**src/rtl/core/hdr_pkg.sv**
```systemverilog
package hdr_pkg;

  localparam int TAB_LEN = 48;
  localparam int SQRT_ITERS = 31;
  localparam int QUEUE_DEPTH = 4;

  localparam logic [31:0] GAIN_Q30 = 32'd652032874;
  localparam logic [31:0] HALF_DIFF_SCALE = 32'd2562047788;
  localparam logic [29:0] DIST_SCALE = 30'd800603472;
  localparam logic [27:0] DIST_MAX = 28'd200150868;

  typedef enum logic [1:0] {
    CFG_REF_ENABLE = 2'd0,
    CFG_REF_LAT    = 2'd1,
    CFG_REF_LON    = 2'd2
  } cfg_index_t;

  // Sign/magnitude form of the four angles, ready for phase scaling.
  typedef struct packed {
    logic        ok;
    logic        dlat_neg;
    logic [31:0] dlat_mag;
    logic        dlon_neg;
    logic [32:0] dlon_mag;
    logic        flat_neg;
    logic [30:0] flat_mag;
    logic        rlat_neg;
    logic [30:0] rlat_mag;
  } front_item_t;

  // Arctangent of 2^-i in units of 2^-32 turn.
  function automatic logic [29:0] atan_entry(input int unsigned i);
    case (i)
      0:  return 30'd536870912;
      1:  return 30'd316933406;
      2:  return 30'd167458907;
      3:  return 30'd85004756;
      4:  return 30'd42667331;
      5:  return 30'd21354465;
      6:  return 30'd10679838;
      7:  return 30'd5340245;
      8:  return 30'd2670163;
      9:  return 30'd1335087;
      10: return 30'd667544;
      11: return 30'd333772;
      12: return 30'd166886;
      13: return 30'd83443;
      14: return 30'd41722;
      15: return 30'd20861;
      16: return 30'd10430;
      17: return 30'd5215;
      18: return 30'd2608;
      19: return 30'd1304;
      20: return 30'd652;
      21: return 30'd326;
      22: return 30'd163;
      23: return 30'd81;
      24: return 30'd41;
      25: return 30'd20;
      26: return 30'd10;
      27: return 30'd5;
      28: return 30'd3;
      29: return 30'd1;
      30: return 30'd1;
      default: return 30'd0;
    endcase
  endfunction

endpackage

```
**src/rtl/core/hdr_front.sv**
```systemverilog
module hdr_front (
  input  logic                 clk,
  input  logic                 rst_n,
  input  logic                 cfg_valid,
  input  logic [1:0]           cfg_addr,
  input  logic [31:0]          cfg_data,
  input  logic [30:0]          fix_lat,
  input  logic [31:0]          fix_lon,
  input  logic                 fix_ok,
  output hdr_pkg::front_item_t item
);

  logic        ref_enable_r;
  logic [30:0] ref_lat_r;
  logic [31:0] ref_lon_r;

  always_ff @(posedge clk) begin
    if (!rst_n) begin
      ref_enable_r <= 1'b0;
      ref_lat_r    <= '0;
      ref_lon_r    <= '0;
    end else if (cfg_valid) begin
      case (hdr_pkg::cfg_index_t'(cfg_addr))
        hdr_pkg::CFG_REF_ENABLE: ref_enable_r <= cfg_data[0];
        hdr_pkg::CFG_REF_LAT:    ref_lat_r    <= cfg_data[30:0];
        hdr_pkg::CFG_REF_LON:    ref_lon_r    <= cfg_data;
        default: ;
      endcase
    end
  end

  logic signed [31:0] dlat;
  logic signed [32:0] dlon;

  always_comb begin
    dlat = $signed({ref_lat_r[30], ref_lat_r}) - $signed({fix_lat[30], fix_lat});
    dlon = $signed({ref_lon_r[31], ref_lon_r}) - $signed({fix_lon[31], fix_lon});
    item.ok       = ref_enable_r & fix_ok;
    item.dlat_neg = dlat[31];
    item.dlat_mag = dlat[31] ? 32'(-dlat) : 32'(dlat);
    item.dlon_neg = dlon[32];
    item.dlon_mag = dlon[32] ? 33'(-dlon) : 33'(dlon);
    item.flat_neg = fix_lat[30];
    item.flat_mag = fix_lat[30] ? 31'(-fix_lat) : fix_lat;
    item.rlat_neg = ref_lat_r[30];
    item.rlat_mag = ref_lat_r[30] ? 31'(-ref_lat_r) : ref_lat_r;
  end

endmodule

```
**config.mk**
```make
export PLATFORM = sky130hd
export DESIGN_NAME = hdr_front
export DESIGN_NICKNAME = d
export VERILOG_FILES = /design/src/rtl/core/hdr_pkg.sv /design/src/rtl/core/hdr_front.sv
export SDC_FILE = /design/constraint.sdc
export NUM_CORES = 1
export LEC_CHECK = 0
export BUFFER_PORTS_ARGS = -buffer_cell sky130_fd_sc_hd__buf_2
export CAP_MARGIN = 15
export CELL_PAD_IN_SITES_DETAIL_PLACEMENT = 1
export CELL_PAD_IN_SITES_GLOBAL_PLACEMENT = 2
export CORE_MARGIN = 2
export CORE_UTILIZATION = 27
export CTS_CLUSTER_SIZE = 14
export DETAILED_ROUTE_END_ITERATION = 6
export PLACE_DENSITY = 0.82
export SLEW_MARGIN = 20
export SYNTH_ARGS = -nofsm -noshare
export SYNTH_HDL_FRONTEND = slang
export SYNTH_SLANG_ARGS = --single-unit
```
**constraint.sdc**
```tcl
create_clock -name clk -period 3.2 [get_ports clk]
set_clock_uncertainty 0.05 [all_clocks]
set_input_delay 0 -clock clk [delete_from_list [all_inputs] [get_ports clk]]
set_output_delay 0 -clock clk [all_outputs]
set_load 0.03 [all_outputs]
```
Yosys cells after proc, flatten, opt, wreduce, memory -nomap -nowiden
Index checks and enable logic that the tools add are counted.
- $add $sub $neg: 6
- multiplexer cells: 4
- reductions and logical operators: 4
- eq/ne operators: 2
- bitwise gates (word level): 1
- operators by type and width (operator ; count):
    31-bit two-way mux ; 2
    31-bit negation ; 2
    33-bit two-way mux ; 1
    33-bit negation ; 1
    32-bit by 32-bit subtractor with 33-bit output ; 1
    32-bit two-way mux ; 1
    32-bit negation ; 1
    31-bit by 31-bit subtractor with 32-bit output ; 1
    2-bit AND reduction ; 3
    2-bit by 1-bit == test with 1-bit output, second input constant ; 1
    2-bit == test, second input constant ; 1
    2-bit zero test ; 1
    1-bit AND ; 1
- output and inout port bits: 132
- word-level logic and storage cells: 20
- flip-flop bits (word level): 64
- input port bits: 101

Longest topological paths before layout
Gate-level depths: netlist of the first run.
- word-level depth: 3
- depth in mapped cells: 14
- depth with buffers taken out: 14

Least setup slack after synthesis of the first run
OpenSTA, ideal clock, no wires.
- path type: reg-to-output
- from: register ref_lat_r[0]
- to: output port item[126] (netlist bit)
- setup slack: -0.507 ns
- buffers on the path: 0
- arrival time: 3.657 ns
- data required time: 3.150 ns
- stages on the path, launching flop included: 15
- path through: dfxtp_1 inv_1 ha_1 inv_1 fa_1 a211o_4 a311oi_4 o211ai_2 a211oi_2 o31ai_1 xor2_2 nor4_4 nor4b_4 a31oi_1 xnor2_1
- RTL lines (what ; RTL line ; text):
    start: declaration ; hdr_front.sv:14 ; logic [30:0] ref_lat_r;
    start signal: assignment ; hdr_front.sv:25 ; hdr_pkg::CFG_REF_LAT: ref_lat_r <= cfg_data[30:0];
    end: declaration ; hdr_front.sv:10 ; output hdr_pkg::front_item_t item

==> flow_summary_export.csv, run 1 <==
group,metric,value,unit
hold_path,hp-class,"input pin to flop",
grt,grt_pass1_vias,11849,
logic_synthesis,ys_seq_area_share,14.2,%
logic_synthesis,synth_top_area_share,14.2,%
logic_synthesis,synthTopCellsByArea,"dfxtp_1, xnor2_1, ha_1",
floorplanning,die_w,187,µm
detailed_routing,viasPerCell,5.08,
clocking,clk_path_buf_depth,2,
floorplanning,dieHeight,187,µm
finish,nNetsFinal,1936,
finish,final-seq-area,1290,µm²
floorplanning,die_area,35000,µm²
outcome,status,"complete, but fails checks",
worst_setup_path,crit_chain,"ha_1 -> nand4_1 -> or4_1 -> a211o_1 -> nand3_2 -> a21oi_1 -> xnor2_1 -> inv_1 -> nor4bb_4 -> buf_4 -> a41oi_2 -> xnor2_2 -> buf_6",
clocking,clk_pin_slew,0.06,ns
placement,dp_worst_setup_slack,-0.417,ns
detailed_routing,wire_per_inst,18.3,µm
floorplanning,placementRows,67,
placement,postPlaceCellArea,12600,µm²
logic_synthesis,syn-num-nets,1446,
detailed_routing,vias,11274,
detailed_routing,dr.first_iter.drc_count,385,
logic_synthesis,syn_area,9040,µm²
logic_synthesis,yosysMostFrequentCell,"nand2_1",
detailed_routing,drc,0,
floorplanning,ios,233,
floorplanning,start_util,27.2,%
timing,setup_slack,-0.621,ns
floorplanning,core_area,33300,µm²
placement,place.gp.congestion,0.842,
logic_synthesis,ys_types,88,
finish,layout-drive-gt1-share,42.0,%
finish,fin_util,46.1,%
finish,fin_area,15300,µm²
clocking,tritoncts,"built",
pwr,vdd_ir_drop_max,0.000254,V
grt,grt_usage,21.7,%
worst_setup_path,critPathMaxStageDelay,0.52,ns
timing,period_share,119,%
grt,antenna_found_initial,2,
logic_synthesis,synth_edf_count,0,
pwr,leakage,6.85,nW
logic_synthesis,async_reset_ff_share,0,%
logic_synthesis,netlist_top_cells_count,"nand2_1, xnor2_1, inv_1",
clocking,cts.sinks,64,
clocking,htree_levels,3,
placement,dp_hpwl,30400,µm
detailed_routing,drt-pass1-iter-count,4,
timing,max_freq,262,MHz
finish,multi_input_area,8660,µm²
logic_synthesis,ys_ff_latch,64,
timing,setup_viol,65,
grt,grt_start_max_net_pins,65,
pwr,cellPowerDensity,335,nW/µm²
worst_setup_path,crit_required,3.15,ns
logic_synthesis,yosys.area.top_type,"dfxtp_1",
logic_synthesis,synth_area_per_cell,7.09,µm²
detailed_routing,drtAntennaViolNets,0,
clocking,ctsRootBufferMaster,"clkbuf_16",
worst_setup_path,worst_path_max_delay_cell,"or4_1",
logic_synthesis,netlist_instances,1276,
clocking,cts_buffers,9,
worst_setup_path,worst_setup_path_start_kind,"flop",
worst_setup_path,endpoint_kind,"primary output",
grt,grt_pass1_wl,62200,µm
detailed_routing,wl,40600,µm
finish,fillers,4023,
timing,slew_violations,0,
timing,fin_setup_tns,-26.27,ns
timing,hold_violations,0,
timing,rsz0062_at_grt,"true",
worst_setup_path,worstSetupPathType,"flop to primary output",
job,drv_cap,0,
grt,grt_overflow,0,
outcome,violations,"setup timing",
worst_setup_path,critPathArrivalTime,3.77,ns
clocking,clk_latency,0.33,ns
finish,syn_to_final_growth,69.6,%
timing,hold_ws,0.0365,ns
timing,fin_crit,3.82,ns
logic_synthesis,ys_warn_count,0,
timing,worstMarginPinSlew,0.983,ns
timing,slew_headroom,34.5,%
logic_synthesis,synth_ff_type,"dfxtp_1",
worst_setup_path,path_max_fanout,4,
placement,port_buffers,232,
-- report_power, final --
group          switching (mW)  internal [mW]
registers              0.0271          0.823
logic                    1.73           1.39
clock network           0.386          0.786
-- cells in the final DEF, fill, tap and decap left out, drive strengths merged, types with 13 or more instances in the layout --
cell / instances
o31ai: 24
dlygate4sd3: 32
o21ai: 64
nand4: 18
a21boi: 66
nor2: 73
a21o: 22
ha: 67
buf: 505
dfxtp: 64
a21oi: 79
a31oi: 28
inv: 87
o21a: 19
nand2: 217
xor2: 39
nand3: 20
xnor2: 122
or3: 13
nor3: 23
-- kinds of logic after synthesis --
family	share of synthesized area [%]
muxes	0.443
AOI/OAI and AO/OA	28.7
adders and majority gates	9.71
DFF	14.2
and+or+nand+nor	24.5
buffers and inverters	6.85
xor gates and xnor gates	15.7
-- sequential cells by signal, indices dropped and copies added, names as in the netlist --
| name | flops |
|---|---|
| ref_lon_r | 32 |
| ref_lat_r | 31 |
| ref_enable_r | 1 |
-- critical path, delay by kind of cell, from the launching register on --
| family | cells | cell delay (ns) |
|---|---|---|
| buffers and inverters | 3 | 0.52 |
| DFF | 1 | 0.34 |
| AOI/OAI and AO/OA | 3 | 0.51 |
| adders and majority gates | 1 | 0.32 |
| and+or+nand+nor | 4 | 1.21 |
| xor gates and xnor gates | 2 | 0.53 |
-- per-layer routing --
layer	GRT usage (%)	up-vias	share of wire, %
met5	0	-	0.032
met4	5.40	2	2.4
met3	1.91	51	2.9
met2	40.7	233	52
met1	26.5	5496	43
li1	-	5492	-
-- final timing paths --
path / cells past startpoint / slack (ns) / endpoint / start
min reg2reg: 2 / 0.43 / ref_lon_r[20] / ref_lon_r[20]
max reg2reg: 3 / 2.21 / ref_lat_r[30] / ref_lat_r[30]
min: 4 / 0.04 / ref_enable_r / cfg_addr[0]
max: 13 / -0.62 / item[94] / ref_lon_r[13]
-- repair_timing --
item / in CTS / in global routing
endpoints found under the setup margin: 73 / 68
hold endpoints to repair: 64 / 0
resized for setup: 273 / 118
pin swaps: 55 / 78
buffers inserted: 30 / 28
hold buffers: 32 / 0
gates cloned: 4 / 1
-- stage by stage --
stage                     power, mW  std cells
after floorplan                2.43       1276
after global placement         3.26       2117
after detailed placement       3.30       2117
after CTS                      4.94       2197
after global routing           5.39       2220
final                          5.14       2220
-- cell type report --
class                   count  share of cell area, %
diodes                      1                 0.0163
clock buffers              10                   1.56
clock inverters             6                  0.750
inverters                  88                   2.31
multi-input cells        1065                   56.4
flip-flops and latches     64                   8.43
well taps                 448                   3.65
repair buffers            538                   26.8
Power figures use the tool's default switching activity.
==> run 2, diff against run 1 <==
Settings changed: PLACE_DENSITY 0.82 to not set, PLACE_DENSITY_LB_ADDON set to 0.1.
==> run 2 against run 1 <==
  * The run still ends with setup timing left
  * Hold slack better by 0.040 ns
  * Cell count up 0.41%
  * Wire length is 5.5% lower
  * Sequential share of layout area up 0.092 points
  * Critical path type unchanged
==> flow_summary_export.csv, run 2 (same netlist as run 1, synthesis figures left out) <==
group,metric,value,unit
outcome,status,"complete, but fails checks",
outcome,violations,"setup timing",
timing,slew_violations,0,
clocking,clk_path_buf_depth,2,
grt,use_met2,39.1,%
detailed_routing,vias,10882,
finish,fin_util,45.6,%
floorplanning,core_area,33300,µm²
grt,grt_pass1_wl,61000,µm
hold_path,hold_path.startpoint,"cfg_addr[1]",
detailed_routing,wl,38400,µm
worst_setup_path,worstSetupPathType,"flop to primary output",
grt,antenna_found_initial,0,
finish,fillers,4046,
pwr,pwr-share-seq,17.4,%
worst_setup_path,crit_required,3.15,ns
timing,setup_slack,-0.686,ns
hold_path,worstHoldEndpoint,"ref_enable_r",
timing,hold_violations,0,
pwr,vdd_ir_drop_max,0.000219,V
finish,final_common_cell,"buf_4",
grt,use_met1,27.5,%
timing,max_freq,257,MHz
worst_setup_path,critPathArrivalTime,3.84,ns
floorplanning,start_util,27.2,%
grt,grt_start_max_net_pins,65,
floorplanning,die_w,187,µm
worst_setup_path,worst_setup_path_start_kind,"flop",
detailed_routing,drc,0,
finish,fin_area,15200,µm²
worst_setup_path,r2r-end,"ref_lat_r[30]",
grt,busiest_layer,"met2",
floorplanning,ios,233,
timing,rsz0062_at_grt,"true",
timing,worstMarginPinSlew,0.995,ns
hold_path,worstHoldPathCells,4,
worst_setup_path,r2r-start,"ref_lat_r[30]",
floorplanning,die_area,35000,µm²
grt,use_met3,1.63,%
finish,antenna_cells,0,
pwr,switching_share,42.4,%
timing,fin_crit,3.89,ns
grt,grt_overflow,0,
finish,largest-register,"ref_lon_r",
pwr,power_frac_clock,20.2,%
timing,setup_viol,65,
detailed_routing,drt-pass1-iter-count,4,
timing,slew_headroom,33.7,%
detailed_routing,drtAntennaViolNets,0,
finish,top_regs,"ref_lon_r: 32 flops, ref_lat_r: 31 flops, ref_enable_r: 1 flops",
floorplanning,dieHeight,187,µm
worst_setup_path,r2r_slack,2.09,ns
clocking,htree_levels,3,
finish,final_cell_mix,"buf_4, nand2_1, buf_2, xnor2_1, inv_1",
worst_setup_path,endpoint_kind,"primary output",
pwr,internal_power,2.81,mW
clocking,cts.sinks,64,
clocking,clk_pin_slew,0.06,ns
worst_setup_path,path_max_fanout,3,
placement,port_buffers,232,
floorplanning,placementRows,67,
hold_path,hp-class,"input pin to flop",
worst_setup_path,r2r_cells,3,
timing,fin_setup_tns,-22.59,ns
job,drv_cap,0,
placement,dp_worst_setup_slack,-0.445,ns
detailed_routing,dr.first_iter.drc_count,375,
pwr,cellPowerDensity,321,nW/µm²
pwr,p_sw,2.06,mW
placement,place.gp.congestion,0.851,
finish,nNetsFinal,1947,
grt,grt_pass1_vias,11462,
clocking,tritoncts,"built",
placement,dp_hpwl,30200,µm
finish,largest_register_ff_count,32,
pwr,leakage,6.85,nW
clocking,ctsRootBufferMaster,"clkbuf_16",
detailed_routing,wire_per_inst,17.2,µm
placement,postPlaceCellArea,12700,µm²
finish,syn_to_final_growth,68.0,%
clocking,cts_buffers,9,
detailed_routing,viasPerCell,4.88,
grt,grt_usage,21.4,%
finish,layout-drive-gt1-share,41.4,%
pwr,pwr-share-comb,62.4,%
clocking,clk_latency,0.34,ns
timing,period_share,121,%
==> run 2: cell count changes in the layout (fill, tap and decap cells not counted), sizes merged <==
cell and change:
clkinvlp -1, bufinv -2, diode -1, buf +11, clkbuf +2
==> run 2: timing repair <==
item                                    in CTS  in global routing
endpoints found under the setup margin      71                 69
hold buffers                                32                  0
cloned                                       4                  1
pin swaps                                   62                 48
setup buffers                               29                 13
endpoints found under the hold margin       64                  0
gates resized for setup                    273                 74
==> run 2: metal layers <==
metal | share of wire, % | vias up
met5 | 0 | -
met4 | 1.7 | 0
met3 | 2.2 | 39
met2 | 50 | 167
met1 | 46 | 5168
li1 | - | 5508
==> run 2: power groups by stage <==
| stage | clock [mW] | sequential, mW | combinational [mW] |
|---|---|---|---|
| floorplan | 0 | 0.860 | 1.57 |
| global placement | 0 | 0.863 | 2.44 |
| global route | 1.05 | 0.851 | 3.25 |
| finish | 0.983 | 0.848 | 3.04 |
| CTS | 1.01 | 0.848 | 2.94 |
| detailed placement | 0 | 0.864 | 2.46 |
==> run 2: worst max-delay path, cell delays in order (launching register included) <==
cell and delay (ns):
dfxtp_2 0.32, inv_2 0.07, ha_4 0.13, inv_2 0.03, fa_2 0.34, a211o_4 0.37
a311oi_4 0.26, nor3_2 0.06, or3b_4 0.40, nor2b_4 0.16, nand4_4 0.10, nor4_4 0.36
nor4b_4 0.35, a31oi_2 0.18, xor2_2 0.21, buf_6 0.15
==> run 2: worst max-delay path by stage <==
stage / cells after the start / to / from
2_1_floorplan: 14 / item[126] / ref_lat_r[0]
3_3_place_gp: 15 / item[126] / ref_lat_r[0]
3_5_place_dp: 15 / item[126] / ref_lat_r[0]
4_1_cts: 15 / item[126] / ref_lat_r[0]
5_1_grt: 15 / item[128] / ref_lat_r[0]
6_report: 15 / item[128] / ref_lat_r[0]
==> run 2: cell type report <==
| type | instances | area (µm²) | share of cell area [%] |
|---|---|---|---|
| tap | 448 | 561 | 3.69 |
| clock buffer | 12 | 246 | 1.62 |
| sequential | 64 | 1290 | 8.53 |
| multi-input combinational | 1065 | 8490 | 55.9 |
| clock inverter | 3 | 42.5 | 0.280 |
| inverter | 88 | 350 | 2.31 |
| timing repair buffer | 549 | 4210 | 27.7 |
==> run 2: per-stage QoR <==
stage               instances  hold slack, ns  total power, mW
global placement         2136           0.214             3.30
finish                   2229          0.0761             4.87
global route             2229           0.125             5.15
CTS                      2216          0.0124             4.80
floorplan                1276          0.0736             2.43
detailed placement       2136           0.228             3.32
==> run 3, diff against run 2 <==
Settings changed: GPL_TIMING_DRIVEN set to 0, PLACE_DENSITY set to 0.8, PLACE_DENSITY_LB_ADDON 0.1 to not set.
==> run 3 against run 2 <==
  * The run still ends with setup timing left
  * Combinational power shrank 2%
  * Non-clock buffer count is 127 lower
  * Cell count is 5.7% lower
  * Register-to-register slack got worse by 0.39 ns
  * Via count shrank 0.20%
  * Worst setup slack worse by 0.095 ns
  * Critical path depth stayed put
  * Critical path type unchanged
  * Largest cell class unchanged
  * Largest power group unchanged
==> flow_summary_export.csv, run 3 (same netlist as run 1, synthesis figures left out) <==
group,metric,value,unit
outcome,status,"complete, but fails checks",
outcome,violations,"setup timing",
timing,fin_crit,3.98,ns
worst_setup_path,worst_setup_path_start_kind,"flop",
pwr,power_frac_clock,19.2,%
timing,max_freq,251,MHz
pwr,cellPowerDensity,323,nW/µm²
finish,largest-register,"ref_lon_r",
grt,grt_start_max_net_pins,11,
worst_setup_path,r2r-start,"ref_lat_r[30]",
timing,setup_viol,64,
pwr,design_power_total,4.75,mW
pwr,leakage,6.23,nW
grt,grt_pass1_vias,11201,
pwr,pwr-share-seq,18.1,%
job,drv_cap,0,
grt,use_met1,24.8,%
worst_setup_path,critPathArrivalTime,3.93,ns
grt,grt_overflow,0,
floorplanning,ios,233,
finish,top_regs,"ref_lon_r: 32 flops, ref_lat_r: 31 flops, ref_enable_r: 1 flops",
timing,fin_setup_tns,-29.72,ns
clocking,cts.sinks,64,
detailed_routing,drt-pass1-iter-count,5,
pwr,p_sw,2.08,mW
detailed_routing,drtAntennaViolNets,0,
finish,largest_register_ff_count,32,
clocking,ctsRootBufferMaster,"clkbuf_16",
grt,use_met3,1.93,%
timing,setup_slack,-0.781,ns
finish,fillers,3981,
floorplanning,placementRows,67,
floorplanning,die_w,187,µm
detailed_routing,dr.first_iter.drc_count,352,
worst_setup_path,cp-endpoint,"item[128]",
pwr,internal_power,2.67,mW
worst_setup_path,r2r_slack,1.70,ns
clocking,clk_path_buf_depth,2,
finish,multi_input_area,9040,µm²
worst_setup_path,r2r_cells,3,
clocking,tritoncts,"built",
pwr,pwr-share-comb,62.8,%
placement,port_buffers,230,
timing,slew_violations,0,
timing,worstMarginPinSlew,0.884,ns
hold_path,hp-class,"input pin to flop",
floorplanning,dieHeight,187,µm
timing,period_share,124,%
finish,final_common_cell,"nand2_1",
detailed_routing,wl,41100,µm
worst_setup_path,worstSetupPathType,"flop to primary output",
worst_setup_path,crit_path_start,"ref_lat_r[0]",
detailed_routing,viasPerCell,5.16,
placement,dp_hpwl,30300,µm
finish,nNetsFinal,1820,
worst_setup_path,path_max_fanout,5,
detailed_routing,vias,10860,
floorplanning,start_util,27.2,%
placement,dp_worst_setup_slack,-0.789,ns
grt,busiest_layer,"met2",
grt,antenna_found_initial,3,
timing,rsz0062_at_grt,"true",
grt,grt_pass1_wl,60000,µm
pwr,switching_share,43.7,%
clocking,htree_levels,3,
clocking,clk_pin_slew,0.05,ns
finish,final-seq-area,1330,µm²
finish,syn_to_final_growth,62.8,%
detailed_routing,wire_per_inst,19.5,µm
worst_setup_path,crit_required,3.15,ns
worst_setup_path,endpoint_kind,"primary output",
timing,hold_violations,0,
grt,use_met2,39.3,%
floorplanning,die_area,35000,µm²
finish,layout-drive-gt1-share,39.7,%
clocking,clk_latency,0.32,ns
pwr,vdd_ir_drop_max,0.000205,V
placement,place.gp.congestion,0.860,
floorplanning,core_area,33300,µm²
timing,slew_headroom,40.3,%
worst_setup_path,r2r-end,"ref_lat_r[30]",
timing,hold_ws,0.0755,ns
finish,final_cell_mix,"nand2_1, buf_2, buf_4, inv_1, buf_6",
detailed_routing,drc,0,
clocking,cts_buffers,9,
grt,grt_usage,21.2,%
==> run 3: cell types whose count changed in the layout (fill, tap and decap cells not counted), sizes merged <==
cell / delta
buf: -155
bufinv: -1
clkbuf: +29
clkinv: -2
diode: +3
==> run 3: routing by layer <==
layer,vias up,routed length [µm],share of wire [%]
met1,5293,16800,41
met4,0,1460,3.6
li1,5254,-,-
met3,70,1220,3.0
met5,-,0,0
met2,243,21700,53
==> run 3: worst min path at each step <==
stage	start	end	slack, ns	cells past startpoint
after global routing	cfg_addr[1]	ref_enable_r	0.11	4
final	cfg_addr[1]	ref_enable_r	0.08	4
after detailed placement	fix_lat[30]	item[63]	0.20	2
after floorplan	fix_lat[29]	item[62]	0.07	1
after global placement	fix_lat[30]	item[63]	0.20	2
after CTS	cfg_addr[1]	ref_enable_r	0.06	4
==> run 3: critical path: stages, from the launching register on <==
cell     delay [ns]
dfxtp_4        0.35
inv_4          0.07
ha_4           0.12
inv_2          0.04
fa_2           0.39
a211o_4        0.38
a31oi_4        0.24
o21ai_1        0.15
xnor2_2        0.26
and4b_2        0.35
nand4_4        0.15
nor4_4         0.24
nor4b_4        0.35
a31oi_2        0.17
xor2_2         0.18
buf_6          0.16
==> run 3: what timing repair did <==
item,in CTS,in global routing
hold buffers,32,0
buffers inserted,42,61
pin swaps,64,61
endpoints found under the setup margin,69,69
resized for setup,273,246
hold endpoints to repair,64,0
cloned,4,0
==> run 3: area by class of cell <==
type / instances / area share, %
diodes: 3 / 0.0510
plain buffers: 57 / 2.84
clock buffers: 13 / 1.90
inverters: 88 / 2.39
multi-input cells: 1065 / 61.4
flip-flops and latches: 64 / 9.02
well taps: 448 / 3.81
repair buffers: 365 / 18.6
==> run 3: metrics by stage <==
stage          instances  util, %  cell area, µm²
2_1_floorplan       1276        -            9450
3_3_place_gp        1954     33.5           11200
3_5_place_dp        1954     33.5           11200
4_1_cts             2042     39.8           13200
5_1_grt             2103     44.2           14700
6_report            2103     44.2           14700
==> run 3: power groups by stage <==
stage	combinational, mW	sequential [mW]	clock, mW
2_1_floorplan	1.57	0.860	0
3_3_place_gp	2.14	0.874	0
3_5_place_dp	2.16	0.876	0
4_1_cts	2.62	0.860	0.936
5_1_grt	3.16	0.862	0.966
6_report	2.98	0.859	0.911
