File: src/rtl/core/hdr_pkg.sv
package hdr_pkg;

  localparam int TAB_LEN = 48;
  localparam int SQRT_ITERS = 31;
  localparam int QUEUE_DEPTH = 4;

  localparam logic [31:0] GAIN_Q30 = 32'd652032874;
  localparam logic [31:0] HALF_DIFF_SCALE = 32'd2562047788;
  localparam logic [29:0] DIST_SCALE = 30'd800603472;
  localparam logic [27:0] DIST_MAX = 28'd200150868;

  typedef enum logic [1:0] {
    CFG_REF_ENABLE = 2'd0,
    CFG_REF_LAT    = 2'd1,
    CFG_REF_LON    = 2'd2
  } cfg_index_t;

  // Sign/magnitude form of the four angles, ready for phase scaling.
  typedef struct packed {
    logic        ok;
    logic        dlat_neg;
    logic [31:0] dlat_mag;
    logic        dlon_neg;
    logic [32:0] dlon_mag;
    logic        flat_neg;
    logic [30:0] flat_mag;
    logic        rlat_neg;
    logic [30:0] rlat_mag;
  } front_item_t;

  // Arctangent of 2^-i in units of 2^-32 turn.
  function automatic logic [29:0] atan_entry(input int unsigned i);
    case (i)
      0:  return 30'd536870912;
      1:  return 30'd316933406;
      2:  return 30'd167458907;
      3:  return 30'd85004756;
      4:  return 30'd42667331;
      5:  return 30'd21354465;
      6:  return 30'd10679838;
      7:  return 30'd5340245;
      8:  return 30'd2670163;
      9:  return 30'd1335087;
      10: return 30'd667544;
      11: return 30'd333772;
      12: return 30'd166886;
      13: return 30'd83443;
      14: return 30'd41722;
      15: return 30'd20861;
      16: return 30'd10430;
      17: return 30'd5215;
      18: return 30'd2608;
      19: return 30'd1304;
      20: return 30'd652;
      21: return 30'd326;
      22: return 30'd163;
      23: return 30'd81;
      24: return 30'd41;
      25: return 30'd20;
      26: return 30'd10;
      27: return 30'd5;
      28: return 30'd3;
      29: return 30'd1;
      30: return 30'd1;
      default: return 30'd0;
    endcase
  endfunction

endpackage

File: src/rtl/core/hdr_queue.sv
module hdr_queue (
  input  logic                 clk,
  input  logic                 rst_n,
  input  logic                 wr_en,
  input  hdr_pkg::front_item_t wr_item,
  output logic                 full,
  input  logic                 rd_en,
  output hdr_pkg::front_item_t rd_item,
  output logic                 empty
);

  localparam int PW = $clog2(hdr_pkg::QUEUE_DEPTH);

  hdr_pkg::front_item_t mem_r [hdr_pkg::QUEUE_DEPTH];
  logic [PW-1:0] wr_ptr_r, rd_ptr_r;
  logic [PW:0]   count_r;

  assign full    = (count_r == (PW+1)'(hdr_pkg::QUEUE_DEPTH));
  assign empty   = (count_r == '0);
  assign rd_item = mem_r[rd_ptr_r];

  always_ff @(posedge clk) begin
    if (wr_en) begin
      mem_r[wr_ptr_r] <= wr_item;
    end
  end

  always_ff @(posedge clk) begin
    if (!rst_n) begin
      wr_ptr_r <= '0;
      rd_ptr_r <= '0;
      count_r  <= '0;
    end else begin
      if (wr_en) begin
        wr_ptr_r <= (wr_ptr_r == PW'(hdr_pkg::QUEUE_DEPTH - 1)) ? '0 : wr_ptr_r + 1'b1;
      end
      if (rd_en) begin
        rd_ptr_r <= (rd_ptr_r == PW'(hdr_pkg::QUEUE_DEPTH - 1)) ? '0 : rd_ptr_r + 1'b1;
      end
      if (wr_en && !rd_en) begin
        count_r <= count_r + 1'b1;
      end else if (rd_en && !wr_en) begin
        count_r <= count_r - 1'b1;
      end
    end
  end

endmodule

File: config.mk
export PLATFORM = sky130hd
export DESIGN_NAME = hdr_queue
export DESIGN_NICKNAME = d
export VERILOG_FILES = /design/src/rtl/core/hdr_pkg.sv /design/src/rtl/core/hdr_queue.sv
export SDC_FILE = /design/constraint.sdc
export NUM_CORES = 1
export LEC_CHECK = 0
export BUFFER_PORTS_ARGS = -buffer_cell sky130_fd_sc_hd__buf_2
export CORE_AREA = 2 2 203 205
export DETAILED_ROUTE_END_ITERATION = 10
export DIE_AREA = 0 0 205 207
export GPL_TIMING_DRIVEN = 1
export MAX_ROUTING_LAYER = met4
export PLACE_DENSITY = 0.77
export SYNTH_ARGS = -nofsm -noshare
export SYNTH_HDL_FRONTEND = slang
export SYNTH_SLANG_ARGS = --single-unit
File: constraint.sdc
create_clock -name clk -period 8.09 [get_ports clk]
set_clock_uncertainty 0.05 [all_clocks]
set_input_delay 1.2135 -clock clk [delete_from_list [all_inputs] [get_ports clk]]
set_output_delay 1.2135 -clock clk [all_outputs]
set_load 0.03 [all_outputs]
== Word-level counts from Yosys, hierarchy flattened ==
Memory sizes are Yosys's and may differ from the RTL's. A register that Yosys moved wholly into a read port is not among the register bits.
Index checks and enable logic that the tools add are counted.

* Memories: 1
* Bits of input ports: 136
* Output and inout port bits: 134
* Register bits after elaboration: 7
* Memory bits (writable): 528
* Word-level logic and storage cells: 25

{| class="wikitable"
|+ Memory list
! name !! words !! width !! read ports !! clocked after memory_dff !! wr ports !! line !! text
|-
| mem_r || 4 || 132 || 1 || 1 || 1 || hdr_queue.sv:14 || <nowiki>hdr_pkg::front_item_t mem_r [hdr_pkg::QUEUE_DEPTH];</nowiki>
|}

* Reduce and logical (&&, ||, !) cells: 6
* Muxes and demuxes: 8
* Add/sub/neg operators: 4
* Eq/ne operators: 3

{| class="wikitable"
|+ Operator list
! cell !! count
|-
| 2-bit 2-to-1 mux || 4
|-
| 3-bit 2-to-1 mux || 2
|-
| 2-bit by 1-bit adder with 2-bit output (second input constant) || 2
|-
| 2-bit == test (second input constant) || 2
|-
| 3-bit by 1-bit adder with 3-bit output (second input constant) || 1
|-
| 3-bit == test (second input constant) || 1
|-
| 3-bit logical NOT || 1
|-
| 3-bit by 1-bit subtractor with 3-bit output (second input constant) || 1
|-
| 1-bit logical AND || 2
|-
| 1-bit logical NOT || 2
|-
| 1-bit 2-to-1 mux || 2
|-
| 2-bit nonzero test || 1
|}

== Depth between registers and ports, before layout ==
Gate-level depths: netlist of run 1.

* Depth in word-level cells: 4
* Depth in mapped cells: 7
* Mapped depth without buffers: 7

== Worst setup path before layout of run 1 ==
OpenSTA, ideal clock, no wires.

* Kind: input-to-reg
* Start point: input wr_en
* End point: memory mem_r[0][0] in the netlist's numbering, enable pin
* Data arrival time: 4.236 ns
* Slack: 3.298 ns
* Stages on the path: 1
* Setup time: 0.506 ns
* Cells stage by stage: and2_1

* Cells in the longest elaborated chain, start to end: 2

{| class="wikitable"
|+ Ends and longest elaborated chain
! item !! line !! text
|-
| from (decl) || hdr_queue.sv:4 || <nowiki>input logic wr_en,</nowiki>
|-
| 1-bit 2-to-1 mux || hdr_queue.sv:23 || <nowiki>if (wr_en) begin</nowiki>
|-
| 1-bit 2-to-1 mux (not written as such) || hdr_queue.sv:24 || <nowiki>mem_r[wr_ptr_r] <= wr_item;</nowiki>
|-
| to (decl) || hdr_queue.sv:14 ||
|}

Every way passes these cells.

==> flow_summary.json, run 1 <==
{
  "outcome": "finished clean",
  "cts_post_setup_buffers_inserted": 0,
  "synth_compound_gate_area_share_pct": 0.103,
  "route.detailed.wl_per_inst_um": 22.6,
  "grt_pass1_wl_um": 55100,
  "worst-slew-pin-transition_ns": 1.03,
  "num_vias": 8745,
  "cp-end-kind": "output port",
  "synth_simple_gate_area_share_pct": 0.462,
  "die_area_mm2": 0.0424,
  "grt_start_max_net_pins": 88,
  "finalPower_mw": 6.17,
  "layout.cells.most_common": "sky130_fd_sc_hd__edfxtp_1",
  "number_of_antenna_violations_at_the_first_check_in_global_routing": 7,
  "maximum_cell_stage_delay_along_the_critical_path_ns": 1.01,
  "clk_pin_slew_ns": 0.06,
  "synth_xor_area_share_pct": 0.0899,
  "setup_total_negative_slack_ns": 0,
  "critical_path_required_ns": 6.83,
  "post-dp-hpwl_um": 21000,
  "post_synth_num_cell_types": 21,
  "floorplan.initialDensity_pct": 48.3,
  "antenna_violating_nets_post_route": 0,
  "vdd.ir_drop.worst_mv": 0.207,
  "max_cap_viol_count": 0,
  "syn_to_final_growth_pct": 18.3,
  "hold_viol": 0,
  "gp_congestion": 0.727,
  "first_iter_violations": 475,
  "cpMaxStageDelayCell": "sky130_fd_sc_hd__dfxtp_4",
  "syn-instance-count": 734,
  "unrepaired_setup_endpoints_after_global_routing": "false",
  "placementRows": 74,
  "cp.buffers_inverters": 2,
  "fin_nets": 1181,
  "yosys_register_bits": 537,
  "die_height_um": 207,
  "synth-warning-count": 0,
  "setup_slack_ns": 3.69,
  "first_global_vias": 9451,
  "numCtsBuffers": 52,
  "synth_top_area_share_pct": 81.3,
  "final.min_clock_period_ns": 4.40,
  "crit_path_cell_trace": "buf_12 > mux4_2 > buf_2",
  "i_o_pins": 270,
  "synthAdderAreaFrac_pct": 0.488,
  "worst_setup_path_start_kind": "register",
  "synth-seq-area-share_pct": 82.3,
  "power_per_cell_area_mw_per_mm2": 267,
  "netlist_area_mm2": 0.0195,
  "cts_buffer_depth": 3,
  "most-common-layout-cells": "528 x sky130_fd_sc_hd__edfxtp_1, 269 x sky130_fd_sc_hd__buf_2, 132 x sky130_fd_sc_hd__mux4_2",
  "maxSlewHeadroom_pct": 31.4,
  "clk-insertion-delay-late_ns": 0.58,
  "synth_area_leader_cell": "sky130_fd_sc_hd__edfxtp_1",
  "detailedPlace.worstSlack_ns": 4.17,
  "total_leakage_power_nw": 7.71,
  "post_synth.cell_area_avg_um2": 26.6,
  "tritoncts": "yes",
  "cts.sinks": 537,
  "synth.area.top_cells": "sky130_fd_sc_hd__edfxtp_1 81%, sky130_fd_sc_hd__mux4_2 15%, sky130_fd_sc_hd__dfxtp_1 0.92%, sky130_fd_sc_hd__buf_6 0.58%, sky130_fd_sc_hd__buf_2 0.39%",
  "finalSetupViolations": 0,
  "cts.repair.resized": 0,
  "detail_route.vias_per_cell": 5.41,
  "min_path_type": "reg -> reg",
  "timing.critical_path.max_delay_family": "flip-flops",
  "postLayoutCellArea_mm2": 0.0231,
  "timing_max_transition_violations_final": 0,
  "postPlaceCellArea_mm2": 0.0214,
  "combinational_family_with_the_most_area_after_synthesis": "multiplexers",
  "reg2reg_setup_slack_ns": 5.74,
  "clockRootBuffer": "sky130_fd_sc_hd__clkbuf_16",
  "htree_levels": 2,
  "wirelength_um": 36500,
  "crit_type": "reg -> out",
  "cp_max_fo": 87,
  "cp.arrival_ns": 3.13,
  "layout-drive-gt1-share_pct": 45.5,
  "cts_hold_buf": 0,
  "synthesized_netlist_net_count": 877,
  "final.period_utilization_pct": 54.3,
  "floorplan.die.width_um": 205,
  "max_freq_mhz": 227,
  "io_buffers": 269,
  "drt_drc_violations_left": 0,
  "grt_util_all_layers_pct": 18.0,
  "total_global_routing_overflow": 0,
  "core-area_mm2": 0.0404,
  "muxShareOfSynthArea_pct": 15.5,
  "dr.pass1.iters": 4
}
## worst register-to-register path: stages (launching register included)
cell and delay (ns):
sky130_fd_sc_hd__dfxtp_1 0.35, sky130_fd_sc_hd__inv_1 0.09, sky130_fd_sc_hd__ha_1 0.14, sky130_fd_sc_hd__and2_4 0.44, sky130_fd_sc_hd__buf_4 0.83
## state kept, by name, indices dropped and copies added, names as in the netlist, named ones only
signal,flops
rd_ptr_r,2
mem_r,528
wr_ptr_r,2
count_r,3
## report_power, final
group          switching, mW  internal [mW]  total, mW  leakage (nW)
logic                  0.403          0.223      0.626          1.98
registers             0.0456           3.19       3.24          4.93
clock network          0.955           1.35       2.31         0.802
## worst paths after layout
path | endpoint | from | cells past startpoint
worst max-delay path | rd_item[10] | register | 3
worst min-delay path | count_r[2] | count_r[2] | 2
worst max register to register | mem_r[2][71] | wr_ptr_r[0] | 4
worst min register to register | count_r[2] | count_r[2] | 2
## cells in the mapped netlist (all sizes together)
master,instances
a21boi,1
and2,5
buf,25
clkbuf,5
dfxtp,9
edfxtp,528
fa,1
ha,6
inv,4
mux2i,4
mux4,132
nor2,1
nor2b,5
nor3,2
nor3b,1
o21a,1
o21ai,1
or3,1
xnor2,1
xor2,1
## per-layer routing
metal / vias to the layer above / global-route usage, % / wire length [um]
met5: - / - / 0
met4: 0 / 5.93 / 884
met3: 60 / 5.19 / 2950
met2: 268 / 28.5 / 18000
met1: 4623 / 22.4 / 14700
li1: 3794 / - / -
## layout make-up
cell class | instances | area [um2]
Clock buffer | 68 | 1410
Tap cell | 532 | 666
Sequential cell | 537 | 16000
Fill cell | 2958 | 17300
Multi-Input combinational cell | 163 | 3250
Antenna cell | 10 | 25.0
Inverter | 4 | 15.0
Timing Repair Buffer | 280 | 1440
Clock inverter | 22 | 220
## per-stage QoR
step	hold WS, ns	std cells	utilization, %
after global placement	0.435	1516	53.0
after global routing	0.507	1613	57.1
final	0.469	1616	57.1
after floorplan	0.422	734	-
after detailed placement	0.458	1516	53.0
after CTS	0.468	1606	57.1
## cells by family (layout without fill, tap and decap cells)
logic type | after synthesis | in the layout
buffers and inverters | 34 | 374
muxes | 136 | 136
adders and majority gates | 7 | 7
and+or+nand+nor | 15 | 15
AOI/OAI and AO/OA | 3 | 3
xor gates and xnor gates | 2 | 2
DFF | 537 | 537
other | 0 | 10
Power figures use the tool's default switching activity.
==> run 2, diff against run 1 <==
==> constraint.sdc (replaced) <==
create_clock -name clk -period 4.1 [get_ports clk]
set_clock_uncertainty 0.05 [all_clocks]
set_input_delay 0.615 -clock clk [delete_from_list [all_inputs] [get_ports clk]]
set_output_delay 0.615 -clock clk [all_outputs]
set_load 0.03 [all_outputs]
==> run 2 against run 1 <==
Critical path depth unchanged; worst hold slack got worse by 0.28 ns; global-route usage decreased by 0.23 points; via count decreased by 0.99%; clock-buffer cell count decreased by 8; critical path type unchanged; utilization increased by 0.23 points; highest routed layer unchanged; cell count increased by 0.37%; first-iteration DRC count decreased by 9.9%; sequential cell count unchanged; non-clock buffer count increased by 3; wire length decreased by 1.1%.
==> flow_summary.json, run 2 (same netlist as run 1, synthesis figures left out) <==
{
  "worst_setup_path_start_kind": "register",
  "min_path_type": "in -> reg",
  "crit_type": "reg -> out",
  "floorplan.die.width_um": 205,
  "drt_drc_violations_left": 0,
  "power.share.switching_pct": 23.0,
  "cts.repair.resized": 0,
  "antenna_violating_nets_post_route": 0,
  "placementRows": 74,
  "power.share.clock_pct": 37.2,
  "layout-drive-gt1-share_pct": 45.6,
  "htree_levels": 2,
  "first_iter_violations": 428,
  "share_comb_of_total_power_pct": 10.3,
  "outcome": "finished clean",
  "layout.cells.most_common": "sky130_fd_sc_hd__edfxtp_1",
  "clk_pin_slew_ns": 0.06,
  "clk-insertion-delay-late_ns": 0.58,
  "cp.arrival_ns": 2.53,
  "hold_viol": 0,
  "numCtsBuffers": 53,
  "finalSetupViolations": 0,
  "cp_max_fo": 44,
  "setup_total_negative_slack_ns": 0,
  "worst-slew-pin-transition_ns": 0.938,
  "num_vias": 8658,
  "route.detailed.wl_per_inst_um": 22.3,
  "power_report.internal_total_mw": 9.35,
  "detail_route.vias_per_cell": 5.34,
  "most-common-layout-cells": "528 x sky130_fd_sc_hd__edfxtp_1, 269 x sky130_fd_sc_hd__buf_2, 132 x sky130_fd_sc_hd__mux4_2",
  "grt_start_max_net_pins": 73,
  "post-dp-hpwl_um": 21600,
  "total_leakage_power_nw": 7.73,
  "die_area_mm2": 0.0424,
  "power.share.sequential_pct": 52.5,
  "reg2reg_setup_slack_ns": 2.10,
  "total_global_routing_overflow": 0,
  "unrepaired_setup_endpoints_after_global_routing": "false",
  "power_per_cell_area_mw_per_mm2": 524,
  "floorplan.initialDensity_pct": 48.3,
  "max_cap_viol_count": 0,
  "finalPower_mw": 12.1,
  "die_height_um": 207,
  "final.period_utilization_pct": 78.0,
  "timing_max_transition_violations_final": 0,
  "final.min_clock_period_ns": 3.20,
  "cts_hold_buf": 0,
  "syn_to_final_growth_pct": 18.8,
  "regMostFlops": "mem_r",
  "tritoncts": "yes",
  "wirelength_um": 36100,
  "first_global_vias": 9093,
  "i_o_pins": 270,
  "io_buffers": 269,
  "cts.sinks": 537,
  "number_of_antenna_violations_at_the_first_check_in_global_routing": 9,
  "grt_pass1_wl_um": 54600,
  "cts_buffer_depth": 3,
  "cp-end-kind": "output port",
  "clockRootBuffer": "sky130_fd_sc_hd__clkbuf_16",
  "dr.pass1.iters": 4,
  "cts_post_setup_buffers_inserted": 0,
  "maxSlewHeadroom_pct": 37.5,
  "critical_path_required_ns": 3.43,
  "largest_register_ff_count": 528,
  "core-area_mm2": 0.0404,
  "vdd.ir_drop.worst_mv": 0.398,
  "grt_util_all_layers_pct": 17.8,
  "detailedPlace.worstSlack_ns": 1.44,
  "gp_congestion": 0.697,
  "reg_top3": "mem_r x528, count_r x3",
  "fin_nets": 1185,
  "switching_power_mw": 2.79,
  "max_freq_mhz": 313,
  "setup_slack_ns": 0.903
}
-- run 2: worst max-delay path, stage by stage (launching register included) --
cell and delay, ns:
sky130_fd_sc_hd__dfxtp_4 0.72, sky130_fd_sc_hd__buf_12 0.40, sky130_fd_sc_hd__mux4_2 0.58, sky130_fd_sc_hd__buf_2 0.20
-- run 2: final timing paths --
check | start | endpoint | cells past startpoint
worst max register to register | wr_ptr_r[0] | mem_r[1][34] | 3
worst min-delay path | wr_item[110] | mem_r[1][110] | 1
worst min register to register | rd_ptr_r[1] | register | 2
worst max-delay path | register | rd_item[35] | 3
-- run 2: area by class of cell --
cell class	count	area [um2]
fillers	2926	17200
inverters	4	15.0
well taps	532	666
clock inverters	33	263
clock buffers	60	1350
diodes	10	25.0
flip-flops and latches	537	16000
repair buffers	283	1550
multi-input cells	163	3250
-- run 2: through the flow --
stage / utilization, % / hold slack, ns / cells / area [um2]
2_1_floorplan: - / 0.422 / 734 / 19500
3_3_place_gp: 53.3 / 0.440 / 1519 / 21500
3_5_place_dp: 53.3 / 0.475 / 1519 / 21500
4_1_cts: 57.3 / 0.144 / 1612 / 23100
5_1_grt: 57.4 / 0.167 / 1621 / 23200
6_report: 57.4 / 0.191 / 1622 / 23200
-- run 2: power by group through the flow --
stage               combinational, mW  clock [mW]  sequential [mW]
floorplan                       0.871           0             6.46
global route                     1.34        4.81             6.39
finish                           1.26        4.51             6.38
global placement                 1.26           0             6.48
CTS                              1.28        4.64             6.38
detailed placement               1.28           0             6.50
-- run 2: layer usage --
layer / share of wire [%] / vias to the layer above / track usage, %
met5: 0 / - / -
met4: 2.5 / 0 / 6.40
met3: 7.9 / 66 / 5.16
met2: 50 / 274 / 27.7
met1: 40 / 4518 / 22.3
li1: - / 3800 / -
==> run 3, diff against run 2 <==
--- a/config.mk
+++ b/config.mk
@@ -11,7 +11,7 @@
 export DIE_AREA = 0 0 205 207
 export GPL_TIMING_DRIVEN = 1
 export MAX_ROUTING_LAYER = met4
-export PLACE_DENSITY = 0.77
+export PLACE_DENSITY = 0.8
 export SYNTH_ARGS = -nofsm -noshare
 export SYNTH_HDL_FRONTEND = slang
 export SYNTH_SLANG_ARGS = --single-unit
==> constraint.sdc (replaced) <==
create_clock -name clk -period 2.8 [get_ports clk]
set_clock_uncertainty 0.05 [all_clocks]
set_input_delay 0.42 -clock clk [delete_from_list [all_inputs] [get_ports clk]]
set_output_delay 0.42 -clock clk [all_outputs]
set_load 0.03 [all_outputs]
==> run 3 against run 2 <==
First-iteration DRC count is 36% higher; clock power is 55% higher; register-to-register slack worse by 1.0 ns; wire length is 6.3% higher; cell area is 6.2% higher; sequential share of layout area is 4.0 points lower; critical path type unchanged; critical endpoint is now rd_item[71]; largest cell class unchanged; highest routed layer unchanged.
==> flow_summary.json, run 3 (same netlist as run 1, synthesis figures left out) <==
{
  "worst-r2r-cell-count": 4,
  "finalHoldWorstSlack_ns": 0.0304,
  "hold_viol": 0,
  "cp-end-kind": "output port",
  "vdd.ir_drop.worst_mv": 0.606,
  "regMostFlops": "mem_r",
  "postPlaceCellArea_mm2": 0.0216,
  "max_cap_viol_count": 0,
  "power.share.sequential_pct": 50.7,
  "cp_max_fo": 24,
  "reg_top3": "mem_r x528, count_r x3",
  "final.min_clock_period_ns": 2.66,
  "cts_post_setup_buffers_inserted": 0,
  "clk_pin_slew_ns": 0.06,
  "first_iter_violations": 582,
  "reg2reg_setup_slack_ns": 1.07,
  "setup_slack_ns": 0.138,
  "finalPower_mw": 18.3,
  "post-dp-hpwl_um": 21800,
  "route.detailed.wl_per_inst_um": 22.0,
  "max_freq_mhz": 376,
  "fin_nets": 1312,
  "power_report.internal_total_mw": 14.1,
  "htree_levels": 2,
  "worst_setup_path_start_kind": "register",
  "crit_path_cell_trace": "buf_12 > buf_12 > mux4_2 > buf_2",
  "critical_path_required_ns": 2.33,
  "finalSetupViolations": 0,
  "grt_util_all_layers_pct": 19.0,
  "cp.arrival_ns": 2.19,
  "placementRows": 74,
  "i_o_pins": 270,
  "number_of_antenna_violations_at_the_first_check_in_global_routing": 1,
  "power.share.clock_pct": 38.1,
  "die_height_um": 207,
  "syn_to_final_growth_pct": 26.2,
  "grt_pass1_wl_um": 58700,
  "cts.sinks": 537,
  "timing_max_transition_violations_final": 0,
  "core-area_mm2": 0.0404,
  "fillers": 2754,
  "floorplan.initialDensity_pct": 48.3,
  "min_path_type": "in -> reg",
  "largest_register_ff_count": 528,
  "placed_cells": 1523,
  "numCtsBuffers": 52,
  "floorplan.die.width_um": 205,
  "final_cell_count_no_fill": 1746,
  "cpMaxStageDelayCell": "sky130_fd_sc_hd__mux4_2",
  "layout-drive-gt1-share_pct": 41.5,
  "layout.cells.most_common": "sky130_fd_sc_hd__edfxtp_1",
  "switching_power_mw": 4.20,
  "tritoncts": "yes",
  "io_buffers": 269,
  "drt_drc_violations_left": 0,
  "crit_top_cell": "sky130_fd_sc_hd__buf_12",
  "power_per_cell_area_mw_per_mm2": 746,
  "outcome": "finished clean",
  "maximum_cell_stage_delay_along_the_critical_path_ns": 0.57,
  "crit-reg2reg-launch": "wr_ptr_r[0]",
  "worst-slew-pin-transition_ns": 0.663,
  "crit_type": "reg -> out",
  "total_global_routing_overflow": 0,
  "endpoint": "rd_item[71]",
  "detailedPlace.worstSlack_ns": 0.700,
  "num_vias": 9288,
  "share_comb_of_total_power_pct": 11.2,
  "dr.pass1.iters": 4,
  "wirelength_um": 38400,
  "finalCoreUtilization_pct": 60.9,
  "final.period_utilization_pct": 95.1,
  "total_leakage_power_nw": 8.32,
  "power.share.switching_pct": 22.9,
  "maxSlewHeadroom_pct": 55.8,
  "first_global_vias": 10351,
  "cts_buffer_depth": 3,
  "clk-insertion-delay-late_ns": 0.58,
  "setup_total_negative_slack_ns": 0,
  "gp_congestion": 0.714,
  "most-common-layout-cells": "528 x sky130_fd_sc_hd__edfxtp_1, 269 x sky130_fd_sc_hd__buf_2, 132 x sky130_fd_sc_hd__mux4_2",
  "grt_start_max_net_pins": 89,
  "antenna_violating_nets_post_route": 0,
  "detail_route.vias_per_cell": 5.32,
  "crit-reg2reg-capture": "mem_r[0][18]",
  "postLayoutCellArea_mm2": 0.0246,
  "die_area_mm2": 0.0424,
  "clockRootBuffer": "sky130_fd_sc_hd__clkbuf_16",
  "unrepaired_setup_endpoints_after_global_routing": "false"
}
-- run 3: power groups by stage --
stage / clock, mW / combinational, mW / sequential [mW]
2_1_floorplan: 0 / 1.27 / 9.46
3_3_place_gp: 0 / 1.89 / 9.44
3_5_place_dp: 0 / 1.92 / 9.47
4_1_cts: 7.15 / 2.07 / 9.30
5_1_grt: 7.43 / 2.18 / 9.33
6_report: 7.00 / 2.05 / 9.30
-- run 3: per-layer routing --
layer / global-route usage (%) / up-vias / part of all wire (%) / wire (um)
met4: 6.38 / 0 / 2.4 / 909
met5: - / - / 0 / 0
met2: 31.1 / 353 / 51 / 19500
li1: - / 4050 / - / -
met1: 23.8 / 4823 / 40 / 15300
met3: 3.79 / 62 / 6.9 / 2670
-- run 3: timing repair --
action | 4_1_cts | 5_1_grt
setup endpoints to repair | 0 | 1
hold buffers | 124 | 0
gates resized for setup | 0 | 1
hold endpoints to repair | 486 | 0
-- run 3: worst min-delay path by stage --
stage	startpoint	end	slack [ns]	cells past startpoint
final	wr_item[71]	mem_r[1][71]	0.03	1
after global routing	wr_item[117]	mem_r[2][117]	0.01	1
after CTS	wr_item[71]	mem_r[1][71]	0.0003	1
after detailed placement	count_r[2]	count_r[2]	0.46	2
after global placement	count_r[2]	count_r[2]	0.45	2
after floorplan	count_r[2]	count_r[2]	0.42	2
-- run 3: critical path, delay by kind of cell, from the launching register on --
kind                   cells  cell delay (ns)
multiplexers               1             0.57
flip-flops                 1             0.38
buffers and inverters      3             0.64
-- run 3: area by class of cell --
| cell class | instances | area [um2] | area share (%) |
|---|---|---|---|
| clock inverter | 32 | 328 | 1.33 |
| timing repair buffer | 411 | 2880 | 11.7 |
| antenna | 1 | 2.50 | 0.0102 |
| multi-input combinational | 163 | 3250 | 13.2 |
| clock buffer | 66 | 1420 | 5.75 |
| sequential | 537 | 16000 | 65.2 |
| tap | 532 | 666 | 2.71 |
| inverter | 4 | 15.0 | 0.0611 |
